$ cat src/design/bpc_pkg.sv
`default_nettype none
// ----------------------------------------------------------------------------
// bpc_pkg: shared definitions for the button press classifier
// Button counts, command and event codes, register indexes and the event
// bundle that travels from the front end to the back end through the queue.
// ----------------------------------------------------------------------------
package bpc_pkg;

  localparam int TOUCH_BUTTONS = 3;
  localparam int PHYSICAL_PINS = 2;
  localparam int NBUTTONS      = TOUCH_BUTTONS + PHYSICAL_PINS;
  // Each button may cause up to two events per input: press, release or a
  // long press on a tick, followed by a short or long press on release.
  localparam int NEVENTS       = 2 * NBUTTONS;
  localparam int EV_W          = $clog2(NEVENTS);
  localparam int SLOT_W        = $clog2(NBUTTONS);
  localparam int QUEUE_DEPTH   = 2;

  localparam int TOUCH_W = 3;
  localparam int WHICH_W = 2;
  localparam int DUR_W   = 32;
  localparam int MS_W    = 16;
  localparam int CFG_IDX_W  = 3;
  localparam int CFG_DATA_W = 16;

  localparam logic [TOUCH_W-1:0] TOUCH_ALL = 3'h7;

  localparam logic [1:0] CMD_TICK  = 2'd0;
  localparam logic [1:0] CMD_TOUCH = 2'd1;
  localparam logic [1:0] CMD_PIN   = 2'd2;

  localparam logic [1:0] EV_PRESS   = 2'd0;
  localparam logic [1:0] EV_RELEASE = 2'd1;
  localparam logic [1:0] EV_SHORT   = 2'd2;
  localparam logic [1:0] EV_LONG    = 2'd3;

  localparam logic [CFG_IDX_W-1:0] REG_LONG_PRESS   = 3'd0;
  localparam logic [CFG_IDX_W-1:0] REG_DEBOUNCE     = 3'd1;
  localparam logic [CFG_IDX_W-1:0] REG_PIN0_ACT_LOW = 3'd2;
  localparam logic [CFG_IDX_W-1:0] REG_PIN1_ACT_LOW = 3'd3;
  localparam logic [CFG_IDX_W-1:0] REG_TOUCH_EN     = 3'd4;

  localparam logic [MS_W-1:0] LONG_PRESS_RST = 16'd1000;
  localparam logic [MS_W-1:0] DEBOUNCE_RST   = 16'd50;

  // Event slot 2*i is the first event of button i, slot 2*i+1 the second.
  typedef struct packed {
    logic [NEVENTS-1:0]             pend;
    logic [NEVENTS-1:0][1:0]        kind;
    logic [NBUTTONS-1:0][DUR_W-1:0] dur;
    logic [TOUCH_W-1:0]             mask;
  } bpc_bundle_t;

endpackage
`default_nettype wire

$ cat src/design/bpc_front.sv
`default_nettype none
// ----------------------------------------------------------------------------
// bpc_front: input acceptance and classification
// Holds the configuration and button state, takes one input transaction per
// cycle unless stalled and turns it into a bundle of events for the back end.
// ----------------------------------------------------------------------------
module bpc_front import bpc_pkg::*; (
  input  wire logic                  clk,
  input  wire logic                  rst,
  input  wire logic                  s_tvalid,
  output logic                       s_tready,
  input  wire logic [7:0]            s_tdata,
  input  wire logic [1:0]            s_tuser,
  input  wire logic                  cfg_valid,
  output logic                       cfg_ready,
  input  wire logic [CFG_IDX_W-1:0]  cfg_index,
  input  wire logic [CFG_DATA_W-1:0] cfg_data,
  input  wire logic                  q_ready,
  output logic                       q_push,
  output bpc_bundle_t                q_data
);

  logic [MS_W-1:0]          long_ms;
  logic [MS_W-1:0]          debounce_lim;
  logic [PHYSICAL_PINS-1:0] act_low;
  logic                     touch_en;

  logic [DUR_W-1:0]         now_ms, now_ms_next;
  logic [DUR_W-1:0]         now_p1, now_p1_next;
  logic [TOUCH_W-1:0]       prev_mask, prev_mask_next;
  logic [PHYSICAL_PINS-1:0] pin_pressed, pin_pressed_next;
  logic [PHYSICAL_PINS-1:0] change_seen, change_seen_next;
  logic [NBUTTONS-1:0]      long_fired, long_fired_next;
  logic [NBUTTONS-1:0][DUR_W-1:0]      press_time, press_time_next;
  logic [PHYSICAL_PINS-1:0][DUR_W-1:0] last_change, last_change_next;

  logic [NBUTTONS-1:0][DUR_W-1:0]      rel_dur;
  logic [NBUTTONS-1:0][DUR_W-1:0]      tick_dur;
  logic [PHYSICAL_PINS-1:0][DUR_W-1:0] since_change;
  logic [NBUTTONS-1:0]                 held;

  logic [1:0]         cmd;
  logic [TOUCH_W-1:0] touch_bits;
  logic               read_ok;
  logic               pin_index;
  logic               pin_level;
  logic               accept;
  bpc_bundle_t        bund;

  assign cmd        = s_tuser;
  assign touch_bits = s_tdata[TOUCH_W-1:0];
  assign read_ok    = s_tdata[3];
  assign pin_index  = s_tdata[4];
  assign pin_level  = s_tdata[5];

  assign s_tready  = q_ready;
  assign cfg_ready = 1'b1;
  assign accept    = s_tvalid && q_ready;
  assign q_push    = accept && (bund.pend != '0);
  assign q_data    = bund;

  assign held = {pin_pressed, prev_mask[TOUCH_BUTTONS-1:0]};

  always_comb begin
    for (int i = 0; i < NBUTTONS; i++) begin
      rel_dur[i]  = now_ms - press_time[i];
      tick_dur[i] = now_p1 - press_time[i];
    end
    for (int p = 0; p < PHYSICAL_PINS; p++) begin
      since_change[p] = now_ms - last_change[p];
    end
  end

  always_comb begin
    logic act;
    act              = 1'b0;
    now_ms_next      = now_ms;
    now_p1_next      = now_p1;
    prev_mask_next   = prev_mask;
    pin_pressed_next = pin_pressed;
    change_seen_next = change_seen;
    long_fired_next  = long_fired;
    press_time_next  = press_time;
    last_change_next = last_change;
    bund             = '0;

    unique case (cmd)
      CMD_TICK: begin
        now_ms_next = now_p1;
        now_p1_next = now_p1 + 1'b1;
        bund.mask   = prev_mask;
        for (int i = 0; i < NBUTTONS; i++) begin
          if (held[i] && !long_fired[i] && tick_dur[i] >= DUR_W'(long_ms)) begin
            long_fired_next[i] = 1'b1;
            bund.pend[2*i]     = 1'b1;
            bund.kind[2*i]     = EV_LONG;
            bund.dur[i]        = tick_dur[i];
          end
        end
      end
      CMD_TOUCH: begin
        if (touch_en && read_ok) begin
          bund.mask      = touch_bits & TOUCH_ALL;
          prev_mask_next = touch_bits & TOUCH_ALL;
          for (int i = 0; i < TOUCH_BUTTONS; i++) begin
            if (touch_bits[i] && !prev_mask[i]) begin
              press_time_next[i] = now_ms;
              long_fired_next[i] = 1'b0;
              bund.pend[2*i]     = 1'b1;
              bund.kind[2*i]     = EV_PRESS;
            end else if (!touch_bits[i] && prev_mask[i]) begin
              bund.pend[2*i]     = 1'b1;
              bund.kind[2*i]     = EV_RELEASE;
              bund.dur[i]        = rel_dur[i];
              bund.pend[2*i+1]   = !long_fired[i];
              bund.kind[2*i+1]   = (rel_dur[i] >= DUR_W'(long_ms)) ? EV_LONG : EV_SHORT;
              press_time_next[i] = '0;
              long_fired_next[i] = 1'b0;
            end
          end
        end
      end
      CMD_PIN: begin
        for (int p = 0; p < PHYSICAL_PINS; p++) begin
          act = act_low[p] ? !pin_level : pin_level;
          if (pin_index == 1'(p)
              && !(change_seen[p] && since_change[p] < DUR_W'(debounce_lim))
              && act != pin_pressed[p]) begin
            last_change_next[p] = now_ms;
            change_seen_next[p] = 1'b1;
            pin_pressed_next[p] = act;
            bund.pend[2*(TOUCH_BUTTONS+p)] = 1'b1;
            if (act) begin
              press_time_next[TOUCH_BUTTONS+p] = now_ms;
              long_fired_next[TOUCH_BUTTONS+p] = 1'b0;
              bund.kind[2*(TOUCH_BUTTONS+p)]   = EV_PRESS;
            end else begin
              bund.kind[2*(TOUCH_BUTTONS+p)]     = EV_RELEASE;
              bund.dur[TOUCH_BUTTONS+p]          = rel_dur[TOUCH_BUTTONS+p];
              bund.pend[2*(TOUCH_BUTTONS+p)+1]   = !long_fired[TOUCH_BUTTONS+p];
              bund.kind[2*(TOUCH_BUTTONS+p)+1]   =
                (rel_dur[TOUCH_BUTTONS+p] >= DUR_W'(long_ms)) ? EV_LONG : EV_SHORT;
              press_time_next[TOUCH_BUTTONS+p]   = '0;
              long_fired_next[TOUCH_BUTTONS+p]   = 1'b0;
            end
          end
        end
      end
      default: begin
      end
    endcase
  end

  always_ff @(posedge clk) begin
    if (rst) begin
      long_ms      <= LONG_PRESS_RST;
      debounce_lim <= DEBOUNCE_RST;
      act_low      <= '1;
      touch_en     <= 1'b1;
      now_ms       <= '0;
      now_p1       <= DUR_W'(1);
      prev_mask    <= '0;
      pin_pressed  <= '0;
      change_seen  <= '0;
      long_fired   <= '0;
      press_time   <= '0;
      last_change  <= '0;
    end else begin
      if (cfg_valid) begin
        unique case (cfg_index)
          REG_LONG_PRESS:   long_ms      <= cfg_data;
          REG_DEBOUNCE:     debounce_lim <= cfg_data;
          REG_PIN0_ACT_LOW: act_low[0]   <= cfg_data[0];
          REG_PIN1_ACT_LOW: act_low[1]   <= cfg_data[0];
          REG_TOUCH_EN:     touch_en     <= cfg_data[0];
          default: begin
          end
        endcase
      end
      if (accept) begin
        now_ms      <= now_ms_next;
        now_p1      <= now_p1_next;
        prev_mask   <= prev_mask_next;
        pin_pressed <= pin_pressed_next;
        change_seen <= change_seen_next;
        long_fired  <= long_fired_next;
        press_time  <= press_time_next;
        last_change <= last_change_next;
      end
    end
  end

endmodule
`default_nettype wire

$ cat src/design/bpc_queue.sv
`default_nettype none
// ----------------------------------------------------------------------------
// bpc_queue: event bundle queue
// A short first-in first-out queue of event bundles between the front end
// and the back end.
// ----------------------------------------------------------------------------
module bpc_queue import bpc_pkg::*; #(
  parameter int DEPTH = QUEUE_DEPTH
) (
  input  wire logic        clk,
  input  wire logic        rst,
  input  wire logic        push,
  output logic             push_ready,
  input  wire bpc_bundle_t push_data,
  output logic             pop_valid,
  input  wire logic        pop,
  output bpc_bundle_t      pop_data
);

  localparam int AW = (DEPTH > 1) ? $clog2(DEPTH) : 1;
  localparam int CW = $clog2(DEPTH + 1);

  bpc_bundle_t   mem [DEPTH];
  logic [AW-1:0] wr_ptr;
  logic [AW-1:0] rd_ptr;
  logic [CW-1:0] count;
  logic          do_push;
  logic          do_pop;

  assign push_ready = (count != CW'(DEPTH));
  assign pop_valid  = (count != '0);
  assign pop_data   = mem[rd_ptr];
  assign do_push    = push && push_ready;
  assign do_pop     = pop && pop_valid;

  always_ff @(posedge clk) begin
    if (do_push) begin
      mem[wr_ptr] <= push_data;
    end
  end

  always_ff @(posedge clk) begin
    if (rst) begin
      wr_ptr <= '0;
      rd_ptr <= '0;
      count  <= '0;
    end else begin
      if (do_push) begin
        wr_ptr <= (wr_ptr == AW'(DEPTH - 1)) ? '0 : wr_ptr + 1'b1;
      end
      if (do_pop) begin
        rd_ptr <= (rd_ptr == AW'(DEPTH - 1)) ? '0 : rd_ptr + 1'b1;
      end
      if (do_push && !do_pop) begin
        count <= count + 1'b1;
      end else if (do_pop && !do_push) begin
        count <= count - 1'b1;
      end
    end
  end

endmodule
`default_nettype wire

$ cat src/design/bpc_back.sv
`default_nettype none
// ----------------------------------------------------------------------------
// bpc_back: event serialiser
// Takes one event bundle at a time from the queue and sends its pending
// events in button order, one result transaction per cycle unless stalled.
// ----------------------------------------------------------------------------
module bpc_back import bpc_pkg::*; (
  input  wire logic        clk,
  input  wire logic        rst,
  input  wire logic        q_valid,
  output logic             q_pop,
  input  wire bpc_bundle_t q_data,
  output logic             m_tvalid,
  input  wire logic        m_tready,
  output logic [39:0]      m_tdata,
  output logic [1:0]       m_tuser,
  output logic             m_tlast
);

  bpc_bundle_t        cur;
  logic [EV_W-1:0]    sel;
  logic [SLOT_W-1:0]  slot;
  logic               has;
  logic               emit;
  logic               src;
  logic [NEVENTS-1:0] rest;
  logic [NEVENTS-1:0] pend_after;

  assign has  = (cur.pend != '0);
  assign emit = has && (!m_tvalid || m_tready);
  assign slot = sel[EV_W-1:1];
  assign src  = (slot >= SLOT_W'(TOUCH_BUTTONS));

  // Lowest pending event goes first.
  always_comb begin
    sel  = '0;
    rest = cur.pend;
    for (int i = NEVENTS - 1; i >= 0; i--) begin
      if (cur.pend[i]) begin
        sel = EV_W'(i);
      end
    end
    rest[sel] = 1'b0;
  end

  assign pend_after = emit ? rest : cur.pend;
  assign q_pop      = q_valid && (pend_after == '0);

  always_ff @(posedge clk) begin
    if (rst) begin
      m_tvalid <= 1'b0;
      cur.pend <= '0;
    end else begin
      if (emit) begin
        m_tvalid <= 1'b1;
      end else if (m_tready) begin
        m_tvalid <= 1'b0;
      end
      if (q_pop) begin
        cur <= q_data;
      end else begin
        cur.pend <= pend_after;
      end
    end
  end

  always_ff @(posedge clk) begin
    if (emit) begin
      m_tuser        <= cur.kind[sel];
      m_tlast        <= (rest == '0);
      m_tdata[0]     <= src;
      m_tdata[2:1]   <= src ? WHICH_W'(slot - SLOT_W'(TOUCH_BUTTONS)) : WHICH_W'(slot);
      m_tdata[5:3]   <= src ? '0 : cur.mask;
      m_tdata[37:6]  <= cur.dur[slot];
      m_tdata[39:38] <= 2'b00;
    end
  end

endmodule
`default_nettype wire

$ cat src/design/button_press_classifier.sv
`default_nettype none
// ----------------------------------------------------------------------------
// button_press_classifier: press, release, short and long press events
// Top level: front end, bundle queue and back end serialiser.
// ----------------------------------------------------------------------------
// Use of the block:
// The input stream carries one transaction per input item: a one millisecond
// tick, a touch status mask or a new level on one physical pin; tuser holds
// the command. The output stream carries one transaction per event, with
// tlast set on the final event caused by an input item; an item that causes
// no event gives no output transaction at all.
// The configuration channel writes one register per transaction and is
// always ready; the user must write it only while the block is idle, as
// the block itself does not enforce this. Throughput: the front end takes
// one input transaction per cycle while the queue has room, and the back
// end sends one event per cycle while the receiver is ready; one input
// causes at most six events. The first event of an input is held in turn in
// the queue entry, the back end bundle register and the output register.
// Reset clears all button state, the millisecond counter and the queue, and
// loads the register defaults. When the receiver stalls, the output register
// holds its event, the queue fills and then the input side stops being ready.
// ----------------------------------------------------------------------------
module button_press_classifier import bpc_pkg::*; #(
  parameter int QUEUE_DEPTH_P = QUEUE_DEPTH
) (
  input  wire logic                  clk,
  input  wire logic                  rst,
  input  wire logic                  s_tvalid,
  output logic                       s_tready,
  // [2:0] touch_bits, [3] read_ok, [4] pin_index, [5] pin_level, [7:6] zero
  input  wire logic [7:0]            s_tdata,
  // [1:0] cmd
  input  wire logic [1:0]            s_tuser,
  output logic                       m_tvalid,
  input  wire logic                  m_tready,
  // [0] source, [2:1] which_button, [5:3] reported_mask, [37:6] hold_ms,
  // [39:38] zero
  output logic [39:0]                m_tdata,
  // [1:0] event_kind
  output logic [1:0]                 m_tuser,
  output logic                       m_tlast,
  input  wire logic                  cfg_valid,
  output logic                       cfg_ready,
  input  wire logic [CFG_IDX_W-1:0]  cfg_index,
  input  wire logic [CFG_DATA_W-1:0] cfg_data
);

  logic        push;
  logic        push_ready;
  bpc_bundle_t push_data;
  logic        pop_valid;
  logic        pop;
  bpc_bundle_t pop_data;

  // Front end: state update and classification, one item per cycle if ready.
  bpc_front u_front (
    .clk       (clk),
    .rst       (rst),
    .s_tvalid  (s_tvalid),
    .s_tready  (s_tready),
    .s_tdata   (s_tdata),
    .s_tuser   (s_tuser),
    .cfg_valid (cfg_valid),
    .cfg_ready (cfg_ready),
    .cfg_index (cfg_index),
    .cfg_data  (cfg_data),
    .q_ready   (push_ready),
    .q_push    (push),
    .q_data    (push_data)
  );

  // Only bundles holding at least one event enter the queue.
  bpc_queue #(
    .DEPTH (QUEUE_DEPTH_P)
  ) u_queue (
    .clk        (clk),
    .rst        (rst),
    .push       (push),
    .push_ready (push_ready),
    .push_data  (push_data),
    .pop_valid  (pop_valid),
    .pop        (pop),
    .pop_data   (pop_data)
  );

  // Back end: one event per cycle into the output register unless stalled.
  bpc_back u_back (
    .clk      (clk),
    .rst      (rst),
    .q_valid  (pop_valid),
    .q_pop    (pop),
    .q_data   (pop_data),
    .m_tvalid (m_tvalid),
    .m_tready (m_tready),
    .m_tdata  (m_tdata),
    .m_tuser  (m_tuser),
    .m_tlast  (m_tlast)
  );

endmodule
`default_nettype wire
$ cat config.mk
export PLATFORM = sky130hd
export DESIGN_NAME = button_press_classifier
export DESIGN_NICKNAME = d
export VERILOG_FILES = /design/src/design/bpc_pkg.sv /design/src/design/bpc_front.sv /design/src/design/bpc_queue.sv /design/src/design/bpc_back.sv /design/src/design/button_press_classifier.sv
export SDC_FILE = /design/constraint.sdc
export NUM_CORES = 2
export LEC_CHECK = 0
export ABC_AREA = 1
export CAP_MARGIN = 20
export CORE_UTILIZATION = 40
export CTS_BUF_LIST = sky130_fd_sc_hd__clkbuf_8
export DETAILED_ROUTE_END_ITERATION = 7
export DONT_BUFFER_PORTS = 1
export PLACE_DENSITY_LB_ADDON = 0.12
export SYNTH_ARGS = -nofsm -noshare
export SYNTH_HDL_FRONTEND = slang
export SYNTH_HIERARCHICAL = 1
export SYNTH_SLANG_ARGS = --single-unit
export TNS_END_PERCENT = 30
$ cat constraint.sdc
create_clock -name clk -period 47 [get_ports clk]
set_clock_uncertainty 0.05 [all_clocks]
set_input_delay 7.05 -clock clk [delete_from_list [all_inputs] [get_ports clk]]
set_output_delay 7.05 -clock clk [all_outputs]
set_load 0.05 [all_outputs]
# After elaboration in Yosys (flattened, before gate mapping)
# Memories as Yosys holds them, arrays and structs flattened. A register that Yosys moved wholly into a read port is not among the register bits.
# Cells that the tools add are included.
totals:
  ff_bits: 574
  ram_bits: 386
  output_inout_bits: 46
  wordCells: 328
  mem_count: 1
memory_table:
  columns: ["memory", "words", "word_bits", "rd", "rd_ports_with_merged_regs", "write_ports", "line", "rtl"]
  rows:
  - ["u_queue.mem", 2, 193, 1, 1, 1, "bpc_queue.sv:23", "bpc_bundle_t mem [DEPTH];"]
op_classes:
  add_sub_neg: 18
  magnitude_cmp: 16
  eq_ne: 20
  mux: 138
  bitwise: 4
  reduce_logical: 82
ops:
  columns: ["cell", "n"]
  rows:
  - ["two-way mux 32 bit", 24]
  - ["subtractor 32 bit", 12]
  - [">= comparator 32 x 16 -> 1 bit", 10]
  - ["one-hot mux 99 bit (2 select lines)", 1]
  - ["one-hot mux 64 bit (2 select lines)", 1]
  - ["two-way mux 99 bit", 1]
  - ["binary-select mux 32 bit (select 3 bit)", 1]
  - ["< comparator 32 x 16 -> 1 bit", 2]
  - ["two-way mux 4 bit", 15]
  - ["two-way mux 2 bit", 27]
  - ["two-way mux 1 bit", 49]
  - ["adder 32 x 1 -> 32 bit (second input constant)", 1]
  - ["logical AND 1 bit", 32]
  - ["one-hot mux 2 bit (2 select lines)", 6]
  - ["logical NOT 10 bit", 2]
  - ["two-way mux 10 bit", 2]
  - ["AND reduction 4 bit", 5]
  - ["nonzero test 10 bit", 2]
  - ["logical NOT 1 bit", 17]
  - ["inequality test 2 x 1 -> 1 bit (second input constant)", 8]
  - ["nonzero test 2 bit", 8]
  - ["AND reduction 5 bit", 3]
  - ["AND reduction 2 bit", 7]
  - ["two-way mux 12 bit", 1]
  - ["29 further kinds", 41]

# Logic depth before layout (Yosys ltp)
logic_depth:
  ltp_word: 23
  mapped_depth: 39
  mapped_depth_nobuf: 39

# Cells and area by module
# The synthesis kept the hierarchy.
by_module_without_submodules:
  columns: ["module", "instances", "cells_each", "area_each_um2", "seq_area_each_um2"]
  rows:
  - ["bpc_front", 1, 7332, 43435.4, 6706.4]
  - ["bpc_queue", 1, 637, 14219.9, 11691.2]
  - ["bpc_back", 1, 597, 8884.8, 6946.7]

# Worst setup path before layout
# Ideal clock, no wire load.
synth_timing:
  path_kind: "in2reg"
  startpoint: "in m_tready"
  endpoint: "reg u_back/cur[0] in the netlist's numbering, enable pin"
  setup_ns: 0.953
  t_arrival_ns: 20.977
  t_required_ns: 45.997
  setup_slack_ns: 25.020
  cell_stages: 8
  path_buffers: 0
  cell_sequence: "nor2_1 > inv_1 > nand2_1 > inv_1 > nor2_1 > inv_1 > nand4_4 > nor3_1"
synth_via:
  elab_chain_len: 6
synth_rtl:
  columns: ["element", "line", "rtl"]
  rows:
  - ["from (decl)", "button_press_classifier.sv:35", "input wire logic m_tready,"]
  - ["logical OR 1 bit", "bpc_back.sv:30", "assign emit = has && (!m_tvalid || m_tready);"]
  - ["logical AND 1 bit", "bpc_back.sv:30", null]
  - ["named net u_back.emit", "bpc_back.sv:24", "logic emit;"]
  - ["two-way mux 10 bit", "bpc_back.sv:46", "assign pend_after = emit ? rest : cur.pend;"]
  - ["logical NOT 10 bit", "bpc_back.sv:47", "assign q_pop = q_valid && (pend_after == '0);"]
  - ["logical AND 1 bit", "bpc_back.sv:47", null]
  - ["AND reduction 2 bit (no source line)", null, null]
  - ["to (signal assigned)", "bpc_back.sv:60", "cur <= q_data;"]
  - ["to (decl)", "bpc_back.sv:20", "bpc_bundle_t cur;"]
# The timed path passes the listed nets, and every way through them passes these cells.
# A chain may end at the register's enable or synchronous reset.

==> key figures <==
Run status
  – Outcome: finished with violations
  – Violated checks: DRC

Timing
  – Worst setup margin: 35,440 ps
  – Rel. slew slack: 8.28%
  – Slew of the pin with the lowest slew margin: 1380 ps
  – Top achievable clock speed: 86.5 MHz
  – Final Cycle Share: 24.6%
  – Final setup fails: 0
  – Slew Viols, Final: 0
  – RSZ-0062 raised after global routing: false
  – Final Hold Violating Endpoints: 0
  – Final setup TNS: 0 ps
  – Crit path time final: 11,560 ps

Global route
  – First-pass GRT wire length: 371,000 um
  – Vias in the first global route: 54,700
  – Largest net degree at the start of global routing: 227
  – GRT Residual Overflow: 0
  – Overall Global Routing Usage: 30.5%
  – Initial antenna violation count: 20

Synth
  – Xor and xnor area share after synthesis: 3.47%
  – Compound-cell area share of the yosys netlist: 12.8%
  – Synth area leaders: edfxtp_1 28%, nand2_1 13%, ha_1 11%, dfxtp_1 11%, inv_1 6.7%
  – Post-Syn Instances: 8,566
  – Share of Yosys cell area claimed by the top area cell type: 27.5%
  – Mux share of post-synthesis cell area: 3.27%
  – YS warnings: 6
  – Post-Synth Adder-Cell Area: 11.2%
  – Post-synth ARST share: 0%
  – Synthesized area per cell: 7.77 um^2
  – Post-synth cell types: 71
  – Yosys reg bits: 961
  – Dominant cell type by area after synthesis: edfxtp_1
  – Synth Flop Type: edfxtp_1
  – Seq/Total Area, Yosys: 38.1%
  – Cell area after synthesis: 66,500 um^2
  – Number of synthesized flops with an enable pin: 610
  – Synth Area in Simple Gates: 22.7%
  – Main combinational cell family by area after synthesis: simple AND/OR/NAND/NOR gates

CTS
  – # clock sinks: 961
  – Clk Latency, worst-skew pair: 960 ps
  – Postcts setup bufs: 0
  – Hold Buf Count CTS: 0
  – H-tree Lvls: 4
  – Reg clk slew, reported paths: 60 ps
  – Root Buffer: clkbuf_8
  – CTS resizes: 0
  – Clock buffer depth: 3
  – Num CTS Buffers: 170
  – CTS tree: done

Floorplanning
  – Die H: 410 um
  – Die area: 168,000 um^2
  – Core Rows: 149
  – I/O pins: 80
  – Core Region: 165,000 um^2
  – Starting Density: 40.3%
  – DIE WIDTH: 410 um

Critical path
  – Cell mode on critical path: nand2_1
  – Endpoint class of the critical path: register
  – Reg2reg path depth: 29
  – FF-to-FF Start: u_front/now_p1[0]
  – CP required: 47,500 ps
  – CP max FO: 65
  – Worst EP arrival: 12,060 ps
  – Critical path's top delay family: simple AND/OR/NAND/NOR gates
  – CP bufs+invs: 4
  – FF-to-FF End: u_queue/mem[0][56]
  – Setup Crit Path Kind: primary input to register
  – CP max-delay cell: buf_4
  – Reg2reg setup slack: 38,650 ps
  – CP max stage delay: 860 ps
  – CP startpoint kind: primary input
  – Cell-by-cell trace of the critical path: nor2_4, inv_1, nor3_1, nand2_1, nand2_1, nor2_1, nand3_1, nand2_1, inv_1, nand2_1, nor2_4, buf_4, buf_4

Route
  – Number of DRC markers in iteration 0: 5,568
  – Drt total wl: 262,000 um
  – Routed Antenna Nets: 0
  – Post-DR vias/cell: 5.39
  – Detailed Routing Iterations Pass 1: 8
  – # DRC: 42
  – Vias: 59,400
  – WL/cell: 23.8 um

Finish
  – Area growth syn-to-layout: 9.25%
  – Layout cells sized above 1: 7.25%
  – Final core utilization: 44.1%
  – Non-filler instance count after layout: 11,000
  – Filler instances: 16,900
  – # nets final: 9,281

Power
  – Worst vdd ir: 0.0000446 V
  – P per Cell Area: 44.7 nW/um^2
  – LEAKAGE: 0.0336 uW

Min path
  – Worst hold path depth: 2
  – End of the worst hold path: u_front/long_ms[15]
  – Hold Path Origin: u_front/long_ms[15]
  – Worst hold path type: register to register

Placement
  – Port Buffers: 0
  – RD Place Congestion: 1.01
  – Post-Place Setup Slack: 33,820 ps
  – Post-DP HPWL: 199,000 um
  – Inst Count DP: 10,700

Run
  – Max-Cap Viols: 0
==> final cells by class <==
class | instances | area [um^2] | share of cell area (%)
clock buffer | 187 | 2570 | 3.54
clock inverter | 120 | 820 | 1.13
inverter | 1212 | 4560 | 6.28
tap | 2189 | 2740 | 3.77
multi-input combinational | 6194 | 35600 | 49.0
sequential | 961 | 25400 | 34.9
antenna | 27 | 67.6 | 0.0929
timing repair buffer | 122 | 945 | 1.30
==> Yosys cell counts (16+ instances only) <==
library cell / n
a211oi_1: 110
a21o_1: 23
a21oi_1: 723
a22o_1: 99
a22oi_1: 18
a31oi_1: 18
and2_1: 16
buf_1: 16
buf_2: 43
buf_4: 18
buf_6: 22
clkbuf_1: 101
dfxtp_1: 351
edfxtp_1: 610
ha_1: 574
inv_1: 1194
mux2_2: 193
nand2_1: 2323
nand2_2: 18
nand3_1: 368
nand3b_1: 18
nand4_1: 103
nor2_1: 638
nor3_1: 99
o211ai_1: 33
o21a_1: 16
o21ai_0: 328
o21ai_1: 32
o21bai_1: 42
o22ai_1: 20
xnor2_1: 66
xor2_1: 198
==> layer usage <==
layer  GRT usage (%)  vias up  wire, um
met5               0        -        44
met4            13.4        8     11000
met3            4.47      337     17600
met2            45.2     1932    111000
met1            43.9    28300    123000
li1                -    28800         -
==> where the power goes <==
part           total (uW)  switching (uW)  internal [uW]
logic                1300             926            378
registers            1150             103           1050
clock network         788             374            414
total                3250            1400           1840
==> logic make-up (layout without fill, tap and decap cells) <==
family	after synthesis	count (layout)
buffers and inverters	1412	1641
AO/OA/AOI/OAI	1487	1487
XOR/XNOR	264	264
flip-flops	961	961
adder cells (fa/ha/maj)	586	586
multiplexers	193	193
other	2	30
AND/OR/NAND/NOR	3661	3661
==> stage by stage <==
stage / cell area, um^2 / power, uW / hold slack [ps]
detailed placement: 69200 / 2470 / 398
CTS: 72600 / 3270 / 407
global route: 72700 / 3420 / 425
floorplan: 66500 / 2030 / 378
global placement: 69200 / 2460 / 392
finish: 72700 / 3250 / 406
==> state kept, by name (all words and copies together), names as in the netlist, 2 cells and up, named ones only <==
register and cells:
u_back/cur 193, u_back/m_tdata 38, u_back/m_tuser 2, u_front/act_low 2
u_front/change_seen 2, u_front/debounce_lim 16, u_front/last_change 64, u_front/long_fired 5
u_front/long_ms 16, u_front/now_ms 32, u_front/now_p1 32, u_front/pin_pressed 2
u_front/press_time 160, u_front/prev_mask 3, u_queue/count 2, u_queue/mem 386
==> tightest hold or removal path, delay by kind of cell, from the launching register on <==
family                 cells  cell delay (ps)
AOI/OAI and AO/OA          1               50
buffers and inverters      1               60
DFF                        1              300
==> worst max-delay path by stage <==
stage	from	end	slack (ps)	cells past startpoint
floorplan	m_tready	u_back/cur[0]	25020	8
global placement	s_tdata[2]	u_queue/mem[0][123]	33900	14
detailed placement	s_tdata[2]	u_queue/mem[0][123]	33820	14
CTS	s_tdata[2]	u_queue/mem[0][56]	34860	14
global route	s_tdata[1]	u_queue/mem[0][58]	35240	15
finish	s_tuser[1]	u_queue/mem[0][56]	35440	13
==> cell usage in the layout, fill, tap and decap left out, drive strengths merged, types with 110 or more instances in the layout <==
cell type	n
inv	1273
dfxtp	351
a21oi	726
o21ai	360
nand3	372
xor2	198
buf	122
clkbuf	187
nand2	2346
nor2	653
ha	574
a211oi	110
edfxtp	610
mux2	193
No activity file was read; power rests on OpenSTA's default activity.
